## src/rtl/aasc_pkg.sv

```systemverilog
// Shared constants and types for the ADC average, scale and EMA conditioner.
package aasc_pkg;

    // Window store geometry
    localparam int MAX_ORDER = 16;
    localparam int SLOT_W    = $clog2(MAX_ORDER);
    localparam int ORDER_W   = $clog2(MAX_ORDER + 1);

    // Field widths
    localparam int SAMPLE_W  = 12;
    localparam int AVG_W     = 16;
    localparam int SMOOTH_W  = 32;
    localparam int SUM_W     = SAMPLE_W + SLOT_W;

    // Configuration port
    localparam int CFG_INDEX_W = 3;
    localparam int CFG_DATA_W  = 24;
    localparam int ORDER_REG_W = 5;
    localparam int NPTS_W      = 9;
    localparam int OFFSET_W    = 16;
    localparam int GAIN_W      = 24;

    localparam logic [CFG_INDEX_W-1:0] CFG_WINDOW_ORDER = 3'd0;
    localparam logic [CFG_INDEX_W-1:0] CFG_EMA_POINTS   = 3'd1;
    localparam logic [CFG_INDEX_W-1:0] CFG_OFFSET       = 3'd2;
    localparam logic [CFG_INDEX_W-1:0] CFG_GAIN         = 3'd3;

    localparam logic [ORDER_REG_W-1:0] ORDER_RESET  = 5'd10;
    localparam logic [NPTS_W-1:0]      NPTS_RESET   = 9'd100;
    localparam logic [OFFSET_W-1:0]    OFFSET_RESET = 16'd16;
    localparam logic [GAIN_W-1:0]      GAIN_RESET   = 24'd65536;

    localparam int EMA_MAX_POINTS = 350;

    // Shared divider: dividend, divisor and remainder widths
    localparam int NUM_W  = 34;
    localparam int DEN_W  = 9;
    localparam int REM_W  = 9;
    localparam int DCNT_W = 5;

    // Average dividend is sum*16 + order/2
    localparam int AVG_NUM_W     = SUM_W + 4;
    localparam int AVG_DIV_STEPS = (AVG_NUM_W + 1) / 2;
    localparam int EMA_DIV_STEPS = NUM_W / 2;

    // Datapath widths after the divider
    localparam int DIFF_W  = AVG_W + 1;
    localparam int PROD_W  = DIFF_W + GAIN_W;
    localparam int RND_W   = PROD_W - 4;
    localparam int DELTA_W = SMOOTH_W + 1;

    localparam logic [AVG_W-1:0] AVG_MAX = AVG_W'(16 * ((1 << SAMPLE_W) - 1));

    typedef enum logic [3:0] {
        ST_IDLE,
        ST_READ,
        ST_AVG_DIV,
        ST_DIFF,
        ST_PROD,
        ST_SCALE,
        ST_DELTA,
        ST_EMA_LOAD,
        ST_EMA_DIV,
        ST_OUT
    } state_t;

endpackage

```

## src/rtl/aasc_in_if.sv

```systemverilog
// Sample channel: valid, ready and one raw converter sample per beat.
interface aasc_in_if;
    logic                          valid;
    logic                          ready;
    logic [aasc_pkg::SAMPLE_W-1:0] sample;

    modport source (output valid, output sample, input ready);
    modport sink   (input valid, input sample, output ready);
endinterface

```

## src/rtl/aasc_out_if.sv

```systemverilog
// Result channel: valid, ready, window average and smoothed value per beat.
interface aasc_out_if;
    logic                                 valid;
    logic                                 ready;
    logic [aasc_pkg::AVG_W-1:0]           window_average;
    logic signed [aasc_pkg::SMOOTH_W-1:0] smoothed_value;

    modport source (output valid, output window_average, output smoothed_value, input ready);
    modport sink   (input valid, input window_average, input smoothed_value, output ready);
endinterface

```

## src/rtl/aasc_ram.sv

```systemverilog
// Generic single-port-write, single-port-read RAM with registered read data.
module aasc_ram #(
    parameter int WIDTH = 8,
    parameter int DEPTH = 16
) (
    input  logic                     clk,
    input  logic                     we,
    input  logic [$clog2(DEPTH)-1:0] waddr,
    input  logic [WIDTH-1:0]         wdata,
    input  logic [$clog2(DEPTH)-1:0] raddr,
    output logic [WIDTH-1:0]         rdata
);

    logic [WIDTH-1:0] mem [DEPTH];

    always_ff @(posedge clk)
    begin
        if (we)
        begin
            mem[waddr] <= wdata;
        end
        rdata <= mem[raddr];
    end

endmodule

```

## src/rtl/adc_average_scale_ema_conditioner_core.sv

```systemverilog
// Top level of the ADC conditioner: window average, offset and gain, EMA smoothing.
//
//  channel   | dir | beat contents                         | handshake
//  ----------+-----+---------------------------------------+-------------------
//  samples   | in  | sample[11:0] unsigned raw             | valid/ready
//  results   | out | window_average[15:0] Q12.4,           | valid/ready
//            |     | smoothed_value[31:0] signed Q16.16    |
//  cfg       | in  | cfg_we, cfg_index[2:0], cfg_data[23:0]| write on cfg_we
//
//  For each sample the window sum reads one RAM entry per cycle, then a
//  shared restoring divider retires two quotient bits per cycle, first for
//  the mean and then for the EMA step.
//  Reset clears the per-slot valid bits at once; never-written slots add
//  zero to the sum, so no clearing pass runs and a sample is taken right after reset.
//  The result sits in an output register; the next sample is accepted while it
//  waits, and a finished result holds in ST_OUT until that register frees up.
module adc_average_scale_ema_conditioner_core (
    input  logic                                clk,
    input  logic                                rst_n,
    input  logic                                cfg_we,
    input  logic [aasc_pkg::CFG_INDEX_W-1:0]    cfg_index,
    input  logic [aasc_pkg::CFG_DATA_W-1:0]     cfg_data,
    aasc_in_if.sink                             samples,
    aasc_out_if.source                          results
);

    // ------------------------------------------------------------------
    // Configuration registers
    // ------------------------------------------------------------------
    logic [aasc_pkg::ORDER_REG_W-1:0]  window_order_reg;
    logic [aasc_pkg::NPTS_W-1:0]       ema_points_reg;
    logic [aasc_pkg::OFFSET_W-1:0]     offset_reg;
    logic signed [aasc_pkg::GAIN_W-1:0] gain_reg;

    always_ff @(posedge clk or negedge rst_n)
    begin
        if (!rst_n)
        begin
            window_order_reg <= aasc_pkg::ORDER_RESET;
            ema_points_reg   <= aasc_pkg::NPTS_RESET;
            offset_reg       <= aasc_pkg::OFFSET_RESET;
            gain_reg         <= $signed(aasc_pkg::GAIN_RESET);
        end
        else if (cfg_we)
        begin
            unique case (cfg_index)
                aasc_pkg::CFG_WINDOW_ORDER: window_order_reg <= cfg_data[aasc_pkg::ORDER_REG_W-1:0];
                aasc_pkg::CFG_EMA_POINTS:   ema_points_reg   <= cfg_data[aasc_pkg::NPTS_W-1:0];
                aasc_pkg::CFG_OFFSET:       offset_reg       <= cfg_data[aasc_pkg::OFFSET_W-1:0];
                aasc_pkg::CFG_GAIN:         gain_reg         <= $signed(cfg_data[aasc_pkg::GAIN_W-1:0]);
                default: ; // drop writes beyond the register list
            endcase
        end
    end

    // Clamp order to 1..MAX_ORDER and N to 1..350
    logic [aasc_pkg::ORDER_W-1:0] order_use;
    logic [aasc_pkg::NPTS_W-1:0]  npts_use;
    logic [aasc_pkg::DEN_W-1:0]   den_use;

    always_comb
    begin
        if (window_order_reg == '0)
            order_use = aasc_pkg::ORDER_W'(1);
        else if (int'(window_order_reg) > aasc_pkg::MAX_ORDER)
            order_use = aasc_pkg::ORDER_W'(aasc_pkg::MAX_ORDER);
        else
            order_use = aasc_pkg::ORDER_W'(window_order_reg);

        if (ema_points_reg == '0)
            npts_use = aasc_pkg::NPTS_W'(1);
        else if (int'(ema_points_reg) > aasc_pkg::EMA_MAX_POINTS)
            npts_use = aasc_pkg::NPTS_W'(aasc_pkg::EMA_MAX_POINTS);
        else
            npts_use = ema_points_reg;

        den_use = aasc_pkg::DEN_W'(npts_use + aasc_pkg::NPTS_W'(1));
    end

    // ------------------------------------------------------------------
    // State
    // ------------------------------------------------------------------
    aasc_pkg::state_t state_reg, state_next;

    // Window bookkeeping: write slot, per-slot valid bits, sum
    logic [aasc_pkg::SLOT_W-1:0]    slot_reg, slot_next;
    logic [aasc_pkg::MAX_ORDER-1:0] valid_reg, valid_next;
    logic [aasc_pkg::SUM_W-1:0]     sum_reg, sum_next;
    logic [aasc_pkg::ORDER_W-1:0]   rd_cnt_reg, rd_cnt_next;
    logic                           rd_pend_reg, rd_pend_next;
    logic                           rd_hit_reg, rd_hit_next;

    // Shared divider
    logic [aasc_pkg::NUM_W-1:0]  div_num_reg, div_num_next;
    logic [aasc_pkg::DEN_W-1:0]  div_den_reg, div_den_next;
    logic [aasc_pkg::REM_W-1:0]  div_rem_reg, div_rem_next;
    logic [aasc_pkg::NUM_W-1:0]  div_q_reg, div_q_next;
    logic [aasc_pkg::DCNT_W-1:0] div_cnt_reg, div_cnt_next;

    // Arithmetic pipeline registers
    logic [aasc_pkg::AVG_W-1:0]            avg_reg, avg_next;
    logic signed [aasc_pkg::DIFF_W-1:0]    diff_reg, diff_next;
    logic signed [aasc_pkg::PROD_W-1:0]    prod_reg, prod_next;
    logic signed [aasc_pkg::SMOOTH_W-1:0]  scaled_reg, scaled_next;
    logic signed [aasc_pkg::DELTA_W-1:0]   delta_reg, delta_next;
    logic signed [aasc_pkg::SMOOTH_W-1:0]  prev_reg, prev_next;

    // Output register
    logic                                  res_valid_reg, res_valid_next;
    logic [aasc_pkg::AVG_W-1:0]            res_avg_reg, res_avg_next;
    logic signed [aasc_pkg::SMOOTH_W-1:0]  res_smooth_reg, res_smooth_next;

    // ------------------------------------------------------------------
    // Window RAM
    // ------------------------------------------------------------------
    logic                          in_accept;
    logic [aasc_pkg::SAMPLE_W-1:0] ram_rdata;

    assign samples.ready = (state_reg == aasc_pkg::ST_IDLE);
    assign in_accept     = samples.valid && samples.ready;

    aasc_ram #(
        .WIDTH (aasc_pkg::SAMPLE_W),
        .DEPTH (aasc_pkg::MAX_ORDER)
    ) u_window_ram (
        .clk   (clk),
        .we    (in_accept),
        .waddr (slot_reg),
        .wdata (samples.sample),
        .raddr (rd_cnt_reg[aasc_pkg::SLOT_W-1:0]),
        .rdata (ram_rdata)
    );

    // ------------------------------------------------------------------
    // Divider step: two restoring iterations per cycle
    // ------------------------------------------------------------------
    logic [aasc_pkg::NUM_W-1:0] step_num;
    logic [aasc_pkg::REM_W-1:0] step_rem;
    logic [aasc_pkg::NUM_W-1:0] step_q;

    always_comb
    begin
        logic [aasc_pkg::REM_W:0] trial;
        step_num = div_num_reg;
        step_rem = div_rem_reg;
        step_q   = div_q_reg;
        for (int k = 0; k < 2; k++)
        begin
            trial    = {step_rem, step_num[aasc_pkg::NUM_W-1]};
            step_num = {step_num[aasc_pkg::NUM_W-2:0], 1'b0};
            if (trial >= {1'b0, div_den_reg})
            begin
                step_rem = aasc_pkg::REM_W'(trial - {1'b0, div_den_reg});
                step_q   = {step_q[aasc_pkg::NUM_W-2:0], 1'b1};
            end
            else
            begin
                step_rem = trial[aasc_pkg::REM_W-1:0];
                step_q   = {step_q[aasc_pkg::NUM_W-2:0], 1'b0};
            end
        end
    end

    // Saturate a rounded value to signed 32 bits
    function automatic logic signed [aasc_pkg::SMOOTH_W-1:0] sat32(
        input logic signed [aasc_pkg::RND_W-1:0] v
    );
        logic hi_ones;
        logic hi_zeros;
        hi_ones  = &v[aasc_pkg::RND_W-1:aasc_pkg::SMOOTH_W-1];
        hi_zeros = ~|v[aasc_pkg::RND_W-1:aasc_pkg::SMOOTH_W-1];
        if (hi_ones || hi_zeros)
            return v[aasc_pkg::SMOOTH_W-1:0];
        else if (v[aasc_pkg::RND_W-1])
            return {1'b1, {(aasc_pkg::SMOOTH_W-1){1'b0}}};
        else
            return {1'b0, {(aasc_pkg::SMOOTH_W-1){1'b1}}};
    endfunction

    // ------------------------------------------------------------------
    // Next state and datapath
    // ------------------------------------------------------------------
    logic [aasc_pkg::ORDER_W-1:0]   slot_inc;
    logic [aasc_pkg::AVG_NUM_W-1:0] avg_dividend;
    logic signed [aasc_pkg::RND_W-1:0]   rnd_value;
    logic [aasc_pkg::DELTA_W-1:0]        delta_mag;
    logic [aasc_pkg::DELTA_W:0]          step_signed;
    logic signed [aasc_pkg::DELTA_W:0]   y_wide;
    logic signed [aasc_pkg::SMOOTH_W-1:0] y_value;

    always_comb
    begin
        state_next     = state_reg;
        slot_next      = slot_reg;
        valid_next     = valid_reg;
        sum_next       = sum_reg;
        rd_cnt_next    = rd_cnt_reg;
        rd_pend_next   = rd_pend_reg;
        rd_hit_next    = rd_hit_reg;
        div_num_next   = div_num_reg;
        div_den_next   = div_den_reg;
        div_rem_next   = div_rem_reg;
        div_q_next     = div_q_reg;
        div_cnt_next   = div_cnt_reg;
        avg_next       = avg_reg;
        diff_next      = diff_reg;
        prod_next      = prod_reg;
        scaled_next    = scaled_reg;
        delta_next     = delta_reg;
        prev_next      = prev_reg;
        res_valid_next = res_valid_reg && !results.ready;
        res_avg_next   = res_avg_reg;
        res_smooth_next = res_smooth_reg;

        slot_inc = aasc_pkg::ORDER_W'(slot_reg) + aasc_pkg::ORDER_W'(1);

        avg_dividend = '0;

        rnd_value = aasc_pkg::RND_W'((prod_reg + aasc_pkg::PROD_W'(8)) >>> 4);

        delta_mag = delta_reg[aasc_pkg::DELTA_W-1] ? aasc_pkg::DELTA_W'(-delta_reg)
                                                   : aasc_pkg::DELTA_W'(delta_reg);

        step_signed = delta_reg[aasc_pkg::DELTA_W-1]
                    ? -{1'b0, div_q_reg[aasc_pkg::DELTA_W-1:0]}
                    :  {1'b0, div_q_reg[aasc_pkg::DELTA_W-1:0]};
        y_wide  = $signed({{2{prev_reg[aasc_pkg::SMOOTH_W-1]}}, prev_reg}) + $signed(step_signed);
        y_value = sat32(aasc_pkg::RND_W'(y_wide));

        unique case (state_reg)
            aasc_pkg::ST_IDLE:
            begin
                if (in_accept)
                begin
                    // Sample lands in the RAM at this edge; mark the slot live
                    valid_next[slot_reg] = 1'b1;
                    if (slot_inc >= order_use)
                        slot_next = '0;
                    else
                        slot_next = slot_inc[aasc_pkg::SLOT_W-1:0];
                    sum_next     = '0;
                    rd_cnt_next  = '0;
                    rd_pend_next = 1'b0;
                    state_next   = aasc_pkg::ST_READ;
                end
            end

            aasc_pkg::ST_READ:
            begin
                // Accumulate the entry read last cycle; dead slots add zero
                if (rd_pend_reg && rd_hit_reg)
                    sum_next = sum_reg + aasc_pkg::SUM_W'(ram_rdata);
                if (rd_cnt_reg < order_use)
                begin
                    rd_cnt_next  = rd_cnt_reg + aasc_pkg::ORDER_W'(1);
                    rd_pend_next = 1'b1;
                    rd_hit_next  = valid_reg[rd_cnt_reg[aasc_pkg::SLOT_W-1:0]];
                end
                else
                begin
                    // Last entry is folded in above; dividend is sum*16 + order/2
                    avg_dividend = aasc_pkg::AVG_NUM_W'({sum_next, 4'b0000})
                                 + aasc_pkg::AVG_NUM_W'(order_use >> 1);
                    rd_pend_next = 1'b0;
                    div_num_next = aasc_pkg::NUM_W'(avg_dividend)
                                   << (aasc_pkg::NUM_W - 2 * aasc_pkg::AVG_DIV_STEPS);
                    div_den_next = aasc_pkg::DEN_W'(order_use);
                    div_rem_next = '0;
                    div_q_next   = '0;
                    div_cnt_next = aasc_pkg::DCNT_W'(aasc_pkg::AVG_DIV_STEPS);
                    state_next   = aasc_pkg::ST_AVG_DIV;
                end
            end

            aasc_pkg::ST_AVG_DIV, aasc_pkg::ST_EMA_DIV:
            begin
                div_num_next = step_num;
                div_rem_next = step_rem;
                div_q_next   = step_q;
                div_cnt_next = div_cnt_reg - aasc_pkg::DCNT_W'(1);
                if (div_cnt_reg == aasc_pkg::DCNT_W'(1))
                begin
                    if (state_reg == aasc_pkg::ST_AVG_DIV)
                        state_next = aasc_pkg::ST_DIFF;
                    else
                        state_next = aasc_pkg::ST_OUT;
                end
            end

            aasc_pkg::ST_DIFF:
            begin
                avg_next  = div_q_reg[aasc_pkg::AVG_W-1:0];
                diff_next = $signed({1'b0, div_q_reg[aasc_pkg::AVG_W-1:0]})
                          - $signed({1'b0, offset_reg});
                state_next = aasc_pkg::ST_PROD;
            end

            aasc_pkg::ST_PROD:
            begin
                prod_next  = diff_reg * gain_reg;
                state_next = aasc_pkg::ST_SCALE;
            end

            aasc_pkg::ST_SCALE:
            begin
                // Round Q.20 to Q16.16 with ties up, then saturate
                scaled_next = sat32(rnd_value);
                state_next  = aasc_pkg::ST_DELTA;
            end

            aasc_pkg::ST_DELTA:
            begin
                delta_next = $signed({scaled_reg[aasc_pkg::SMOOTH_W-1], scaled_reg})
                           - $signed({prev_reg[aasc_pkg::SMOOTH_W-1], prev_reg});
                state_next = aasc_pkg::ST_EMA_LOAD;
            end

            aasc_pkg::ST_EMA_LOAD:
            begin
                // step = (2*|delta| + den/2) / den, sign restored at the end
                div_num_next = aasc_pkg::NUM_W'({delta_mag, 1'b0})
                             + aasc_pkg::NUM_W'(den_use >> 1);
                div_den_next = den_use;
                div_rem_next = '0;
                div_q_next   = '0;
                div_cnt_next = aasc_pkg::DCNT_W'(aasc_pkg::EMA_DIV_STEPS);
                state_next   = aasc_pkg::ST_EMA_DIV;
            end

            aasc_pkg::ST_OUT:
            begin
                // Hold until the output register is free
                if (!res_valid_reg || results.ready)
                begin
                    res_valid_next  = 1'b1;
                    res_avg_next    = avg_reg;
                    res_smooth_next = y_value;
                    prev_next       = y_value;
                    state_next      = aasc_pkg::ST_IDLE;
                end
            end

            default:
            begin
                state_next = aasc_pkg::ST_IDLE;
            end
        endcase
    end

    // ------------------------------------------------------------------
    // Registers
    // ------------------------------------------------------------------
    always_ff @(posedge clk or negedge rst_n)
    begin
        if (!rst_n)
        begin
            state_reg     <= aasc_pkg::ST_IDLE;
            slot_reg      <= '0;
            valid_reg     <= '0;
            sum_reg       <= '0;
            rd_cnt_reg    <= '0;
            rd_pend_reg   <= 1'b0;
            div_cnt_reg   <= '0;
            prev_reg      <= '0;
            res_valid_reg <= 1'b0;
        end
        else
        begin
            state_reg     <= state_next;
            slot_reg      <= slot_next;
            valid_reg     <= valid_next;
            sum_reg       <= sum_next;
            rd_cnt_reg    <= rd_cnt_next;
            rd_pend_reg   <= rd_pend_next;
            div_cnt_reg   <= div_cnt_next;
            prev_reg      <= prev_next;
            res_valid_reg <= res_valid_next;
        end
    end

    always_ff @(posedge clk)
    begin
        rd_hit_reg     <= rd_hit_next;
        div_num_reg    <= div_num_next;
        div_den_reg    <= div_den_next;
        div_rem_reg    <= div_rem_next;
        div_q_reg      <= div_q_next;
        avg_reg        <= avg_next;
        diff_reg       <= diff_next;
        prod_reg       <= prod_next;
        scaled_reg     <= scaled_next;
        delta_reg      <= delta_next;
        res_avg_reg    <= res_avg_next;
        res_smooth_reg <= res_smooth_next;
    end

    assign results.valid          = res_valid_reg;
    assign results.window_average = res_avg_reg;
    assign results.smoothed_value = res_smooth_reg;

    // ------------------------------------------------------------------
    // Assertions
    // ------------------------------------------------------------------
`ifndef ASSERT_OFF
    a_result_from_out: assert property (@(posedge clk) disable iff (!rst_n)
        $rose(res_valid_reg) |-> $past(state_reg == aasc_pkg::ST_OUT))
        else $error("result became valid outside the output step");

    a_div_count_live: assert property (@(posedge clk) disable iff (!rst_n)
        (state_reg == aasc_pkg::ST_AVG_DIV || state_reg == aasc_pkg::ST_EMA_DIV)
        |-> div_cnt_reg != '0)
        else $error("divider running with an empty step count");

    a_read_in_window: assert property (@(posedge clk) disable iff (!rst_n)
        (state_reg == aasc_pkg::ST_READ) |-> rd_cnt_reg <= order_use)
        else $error("window read counter ran past the order");

    a_slot_marked: assert property (@(posedge clk) disable iff (!rst_n)
        in_accept |=> valid_reg[$past(slot_reg)])
        else $error("written slot not marked valid");

    a_avg_range: assert property (@(posedge clk) disable iff (!rst_n)
        res_valid_reg |-> res_avg_reg <= aasc_pkg::AVG_MAX)
        else $error("window average above full-scale mean");
`endif

endmodule
```

## src/flat_wrapper.sv

```systemverilog
// flat-port wrapper written by rule: the top's interface ports become plain ports
module adc_average_scale_ema_conditioner_core_flat 
  (clk, rst_n, cfg_we, cfg_index, cfg_data, samples_valid, samples_sample, samples_ready, results_valid, results_window_average, results_smoothed_value, results_ready);
  aasc_in_if samples_i ();
  aasc_out_if results_i ();
  input  logic clk;
  input  logic rst_n;
  input  logic cfg_we;
  input  logic [aasc_pkg::CFG_INDEX_W-1:0] cfg_index;
  input  logic [aasc_pkg::CFG_DATA_W-1:0] cfg_data;
  input wire logic [$bits(samples_i.valid)-1:0] samples_valid;
  input wire logic [$bits(samples_i.sample)-1:0] samples_sample;
  output wire logic [$bits(samples_i.ready)-1:0] samples_ready;
  output wire logic [$bits(results_i.valid)-1:0] results_valid;
  output wire logic [$bits(results_i.window_average)-1:0] results_window_average;
  output wire logic [$bits(results_i.smoothed_value)-1:0] results_smoothed_value;
  input wire logic [$bits(results_i.ready)-1:0] results_ready;
  assign samples_i.valid = samples_valid;
  assign samples_i.sample = samples_sample;
  assign samples_ready = samples_i.ready;
  assign results_valid = results_i.valid;
  assign results_window_average = results_i.window_average;
  assign results_smoothed_value = results_i.smoothed_value;
  assign results_i.ready = results_ready;
  adc_average_scale_ema_conditioner_core u_core (.clk(clk), .rst_n(rst_n), .cfg_we(cfg_we), .cfg_index(cfg_index), .cfg_data(cfg_data), .samples(samples_i), .results(results_i));
endmodule
```

## config.mk

```make
export PLATFORM = sky130hd
export DESIGN_NAME = adc_average_scale_ema_conditioner_core_flat
export DESIGN_NICKNAME = d
export VERILOG_FILES = /design/src/rtl/aasc_pkg.sv /design/src/rtl/aasc_in_if.sv /design/src/rtl/aasc_out_if.sv /design/src/rtl/aasc_ram.sv /design/src/rtl/adc_average_scale_ema_conditioner_core.sv /design/src/flat_wrapper.sv
export SDC_FILE = /design/constraint.sdc
export NUM_CORES = 2
export LEC_CHECK = 0
export BUFFER_PORTS_ARGS = -buffer_cell sky130_fd_sc_hd__buf_2
export CAP_MARGIN = 20
export CELL_PAD_IN_SITES_DETAIL_PLACEMENT = 1
export CELL_PAD_IN_SITES_GLOBAL_PLACEMENT = 2
export CORE_MARGIN = 2
export CORE_UTILIZATION = 43
export DETAILED_ROUTE_END_ITERATION = 6
export MAX_ROUTING_LAYER = met4
export PLACE_DENSITY = 0.85
export SYNTH_ARGS = -nofsm -noshare
export SYNTH_HDL_FRONTEND = slang
export SYNTH_SLANG_ARGS = --single-unit
```

## constraint.sdc

```tcl
create_clock -name clk -period 8.7 [get_ports clk]
set_input_delay 0.435 -clock clk [delete_from_list [all_inputs] [get_ports clk]]
set_output_delay 0.435 -clock clk [all_outputs]
set_load 0.01 [all_outputs]
```

==> summary.md <==
| Metric | Value |
|---|---|
| Post-DP HPWL | 102 mm |
| Reg area | 0.0176 mm^2 |
| Drt first-iter violations | 2027 |
| Initial Util | 0.434 |
| Yosys reg bits | 612 |
| Post-synthesis sequential area ratio | 0.378 |
| I/O Buffers | 93 |
| CTS Buf Count | 73 |
| Post_cts resized | 0 |
| Drt total wl | 136 mm |
| Min-delay src | cfg_data[21] |
| Fmax | 130 MHz |
| Yosys warnings | 0 |
| Most frequent cells in the layout | inv_1, nand2_1, edfxtp_1 |
| Critical Path Most Common Cell | fa_1 |
| Post-Syn Area per Cell | 10.5 um^2 |
| Period utilization | 0.883 |
| Post-synth top flop | edfxtp_1 |
| Core box area | 0.107 mm^2 |
| Outcome | completed |
| Antenna violations before repair | 4 |
| Yosys cell types | 85 |
| Placement Setup Slack | 1080 ps |
| Site Rows | 120 |
| R2R depth | 22 |
| Nets | 5159 |
| Area Overhead vs Synth | 9.69% |
| Top delay family on crit path | adder cells |
| CP Launch Type | flip-flop |
| Root Driver | clkbuf_16 |
| Area occupied by multi-input gates | 0.0262 mm^2 |
| Crit path largest cell delay | 950 ps |
| Hold Path Class | input port to flip-flop |
| Slew Limit Fails | 0 |
| Aggregate global-route resource usage | 0.256 |
| Number of synthesized flops with an enable pin | 462 |
| Share of post-route cells with drive strength above 1 | 0.0894 |
| Ports | 94 |
| Data required time of the worst path | 9070 ps |
| Vias after detailed routing | 33100 |
| DRC Markers | 0 |
| WHS Endpoint | u_core.gain_reg[21]$_DFFE_PN0P_ |
| Commonest non-fill, non-tap cell in the layout | inv_1 |
| WP buf/inv | 5 |
| Crit path DAT | 8050 ps |
| CP Class | flip-flop to flip-flop |
| Chip height | 333 um |
| Worst skew pair latency | 670 ps |
| Avg WL per Cell | 22.9 um |
| DIE WIDTH | 333 um |
| Drt pass-1 iters | 5 |
| CP cell instances | nand2_1, fa_1, inv_1, fa_1, inv_1, fa_1, inv_1, fa_1, fa_1, inv_1, fa_1, inv_1, ha_1, and3_1, o211ai_1, a31oi_1, o31ai_1, a41oi_1, o41ai_1, o21ai_0, a21oi_1, xnor2_1 |
| Hold path depth | 2 |
| Filler cell count | 11600 |
| R2R Path End | u_core.prod_reg[40]$_DFFE_PP_ |
| CTS tree | yes |
| Max reg flops | 192 |
| Vias in the first global route | 36000 |
| Setup TNS | 0 ps |
| Min Tclk post-route | 7680 ps |
| Post-CTS Setup Repair Bufs | 0 |
| Largest net degree at the start of global routing | 77 |
| First-pass GRT wire length | 212 mm |
| Die area | 0.111 mm^2 |
| Routability-driven placement congestion ratio | 0.900 |
| Slew HR | 0.204 |
| Final Hold Fails | 0 |
| CP max stage cell | edfxtp_1 |
| Clk pin slew, worst setup/hold paths | 60 ps |
| PnR worst setup slack | 1020 ps |
| H-tree depth | 3 |
| Mapped Cells | 4425 |
| Reg2Reg Launch Point | u_core.diff_reg[6]$_DFFE_PP_ |
| Post-synthesis async set-or-reset flop share | 0.225 |
| Clk_skew | 49.1 ps |
| RSZ-0062 raised after global routing | false |
| CP Capture Type | flip-flop |
| CTS max path bufs | 3 |
| Endpoints failing setup | 0 |
| Slew @ Worst Pin | 1190 ps |
| Post-synth design cell area | 0.0465 mm^2 |
| MaxCap Viol Count | 0 |
| Hold_buf cts | 8 |
| Post-DR vias/cell | 5.58 |
| Flop-to-flop setup slack | 1020 ps |
| Worst-path fanout max | 24 |
| Congestion Overflow GR | 0 |
| Remaining antenna violation count | 0 |
| Clk sinks | 612 |
| Syn_nets | 5112 |
-- worst max path at each step --
stage	startpoint	to	cells past startpoint
2_1_floorplan	u_core.window_order_reg[1]$_DFFE_PN1P_	u_core.div_num_reg[0]$_DFFE_PP_	8
3_3_place_gp	u_core.diff_reg[7]$_DFFE_PP_	u_core.prod_reg[40]$_DFFE_PP_	22
3_5_place_dp	u_core.diff_reg[7]$_DFFE_PP_	u_core.prod_reg[40]$_DFFE_PP_	22
4_1_cts	u_core.diff_reg[7]$_DFFE_PP_	u_core.prod_reg[40]$_DFFE_PP_	22
5_1_grt	u_core.diff_reg[6]$_DFFE_PP_	u_core.prod_reg[40]$_DFFE_PP_	22
6_report	u_core.diff_reg[6]$_DFFE_PP_	u_core.prod_reg[40]$_DFFE_PP_	22
-- cells by family after synthesis --
| logic type | after synthesis | share of synthesized area |
|---|---|---|
| buffers and inverters | 767 | 0.0624 |
| AOI/OAI and AO/OA | 736 | 0.103 |
| adders and majority gates | 643 | 0.239 |
| muxes | 129 | 0.0361 |
| xor gates and xnor gates | 248 | 0.0467 |
| and+or+nand+nor | 1290 | 0.135 |
| DFF | 612 | 0.378 |
-- synth_stat cells, drive strengths merged, types with 51 or more instances --
library cell | number | area [um^2]
dfrtp | 131 | 3280
and2 | 222 | 1390
mux2 | 51 | 574
ha | 235 | 2940
mux2i | 52 | 521
nand2 | 473 | 1780
nand3 | 69 | 345
xor2 | 86 | 753
inv | 593 | 2230
fa | 408 | 8170
a21o | 53 | 398
a21oi | 177 | 886
edfxtp | 462 | 13900
nor3 | 69 | 345
nor2 | 214 | 803
o21ai | 201 | 1010
clkbuf | 153 | 574
xnor2 | 162 | 1420
-- per-stage QoR --
stage,hold WS [ps],cells,cell area [um^2],utilization
after floorplan,139,4425,46500,-
after global placement,405,5789,48500,0.453
after detailed placement,406,5789,48500,0.453
after CTS,33.6,5929,51000,0.476
after global routing,47.0,5932,51000,0.476
final,58.9,5934,51000,0.476
-- final cells by class --
class,count,share of cell area
Multi-Input combinational cell,3046,0.513
Tap cell,1403,0.0344
Clock inverter,37,0.00706
Timing Repair Buffer,146,0.0178
Inverter,593,0.0436
Clock buffer,95,0.0392
Antenna cell,2,0.0000981
Sequential cell,612,0.345
-- routing by layer --
| metal | vias to the layer above | global-route usage | routed length, um |
|---|---|---|---|
| met5 | - | - | 0 |
| met2 | 672 | 0.435 | 68200 |
| li1 | 15100 | - | - |
| met3 | 225 | 0.0242 | 4840 |
| met1 | 17200 | 0.321 | 58000 |
| met4 | 0 | 0.0836 | 4600 |
Power is left out: the tool's default activity adds up to more than one toggle a clock period on the data nets, which glitch-free logic cannot reach.
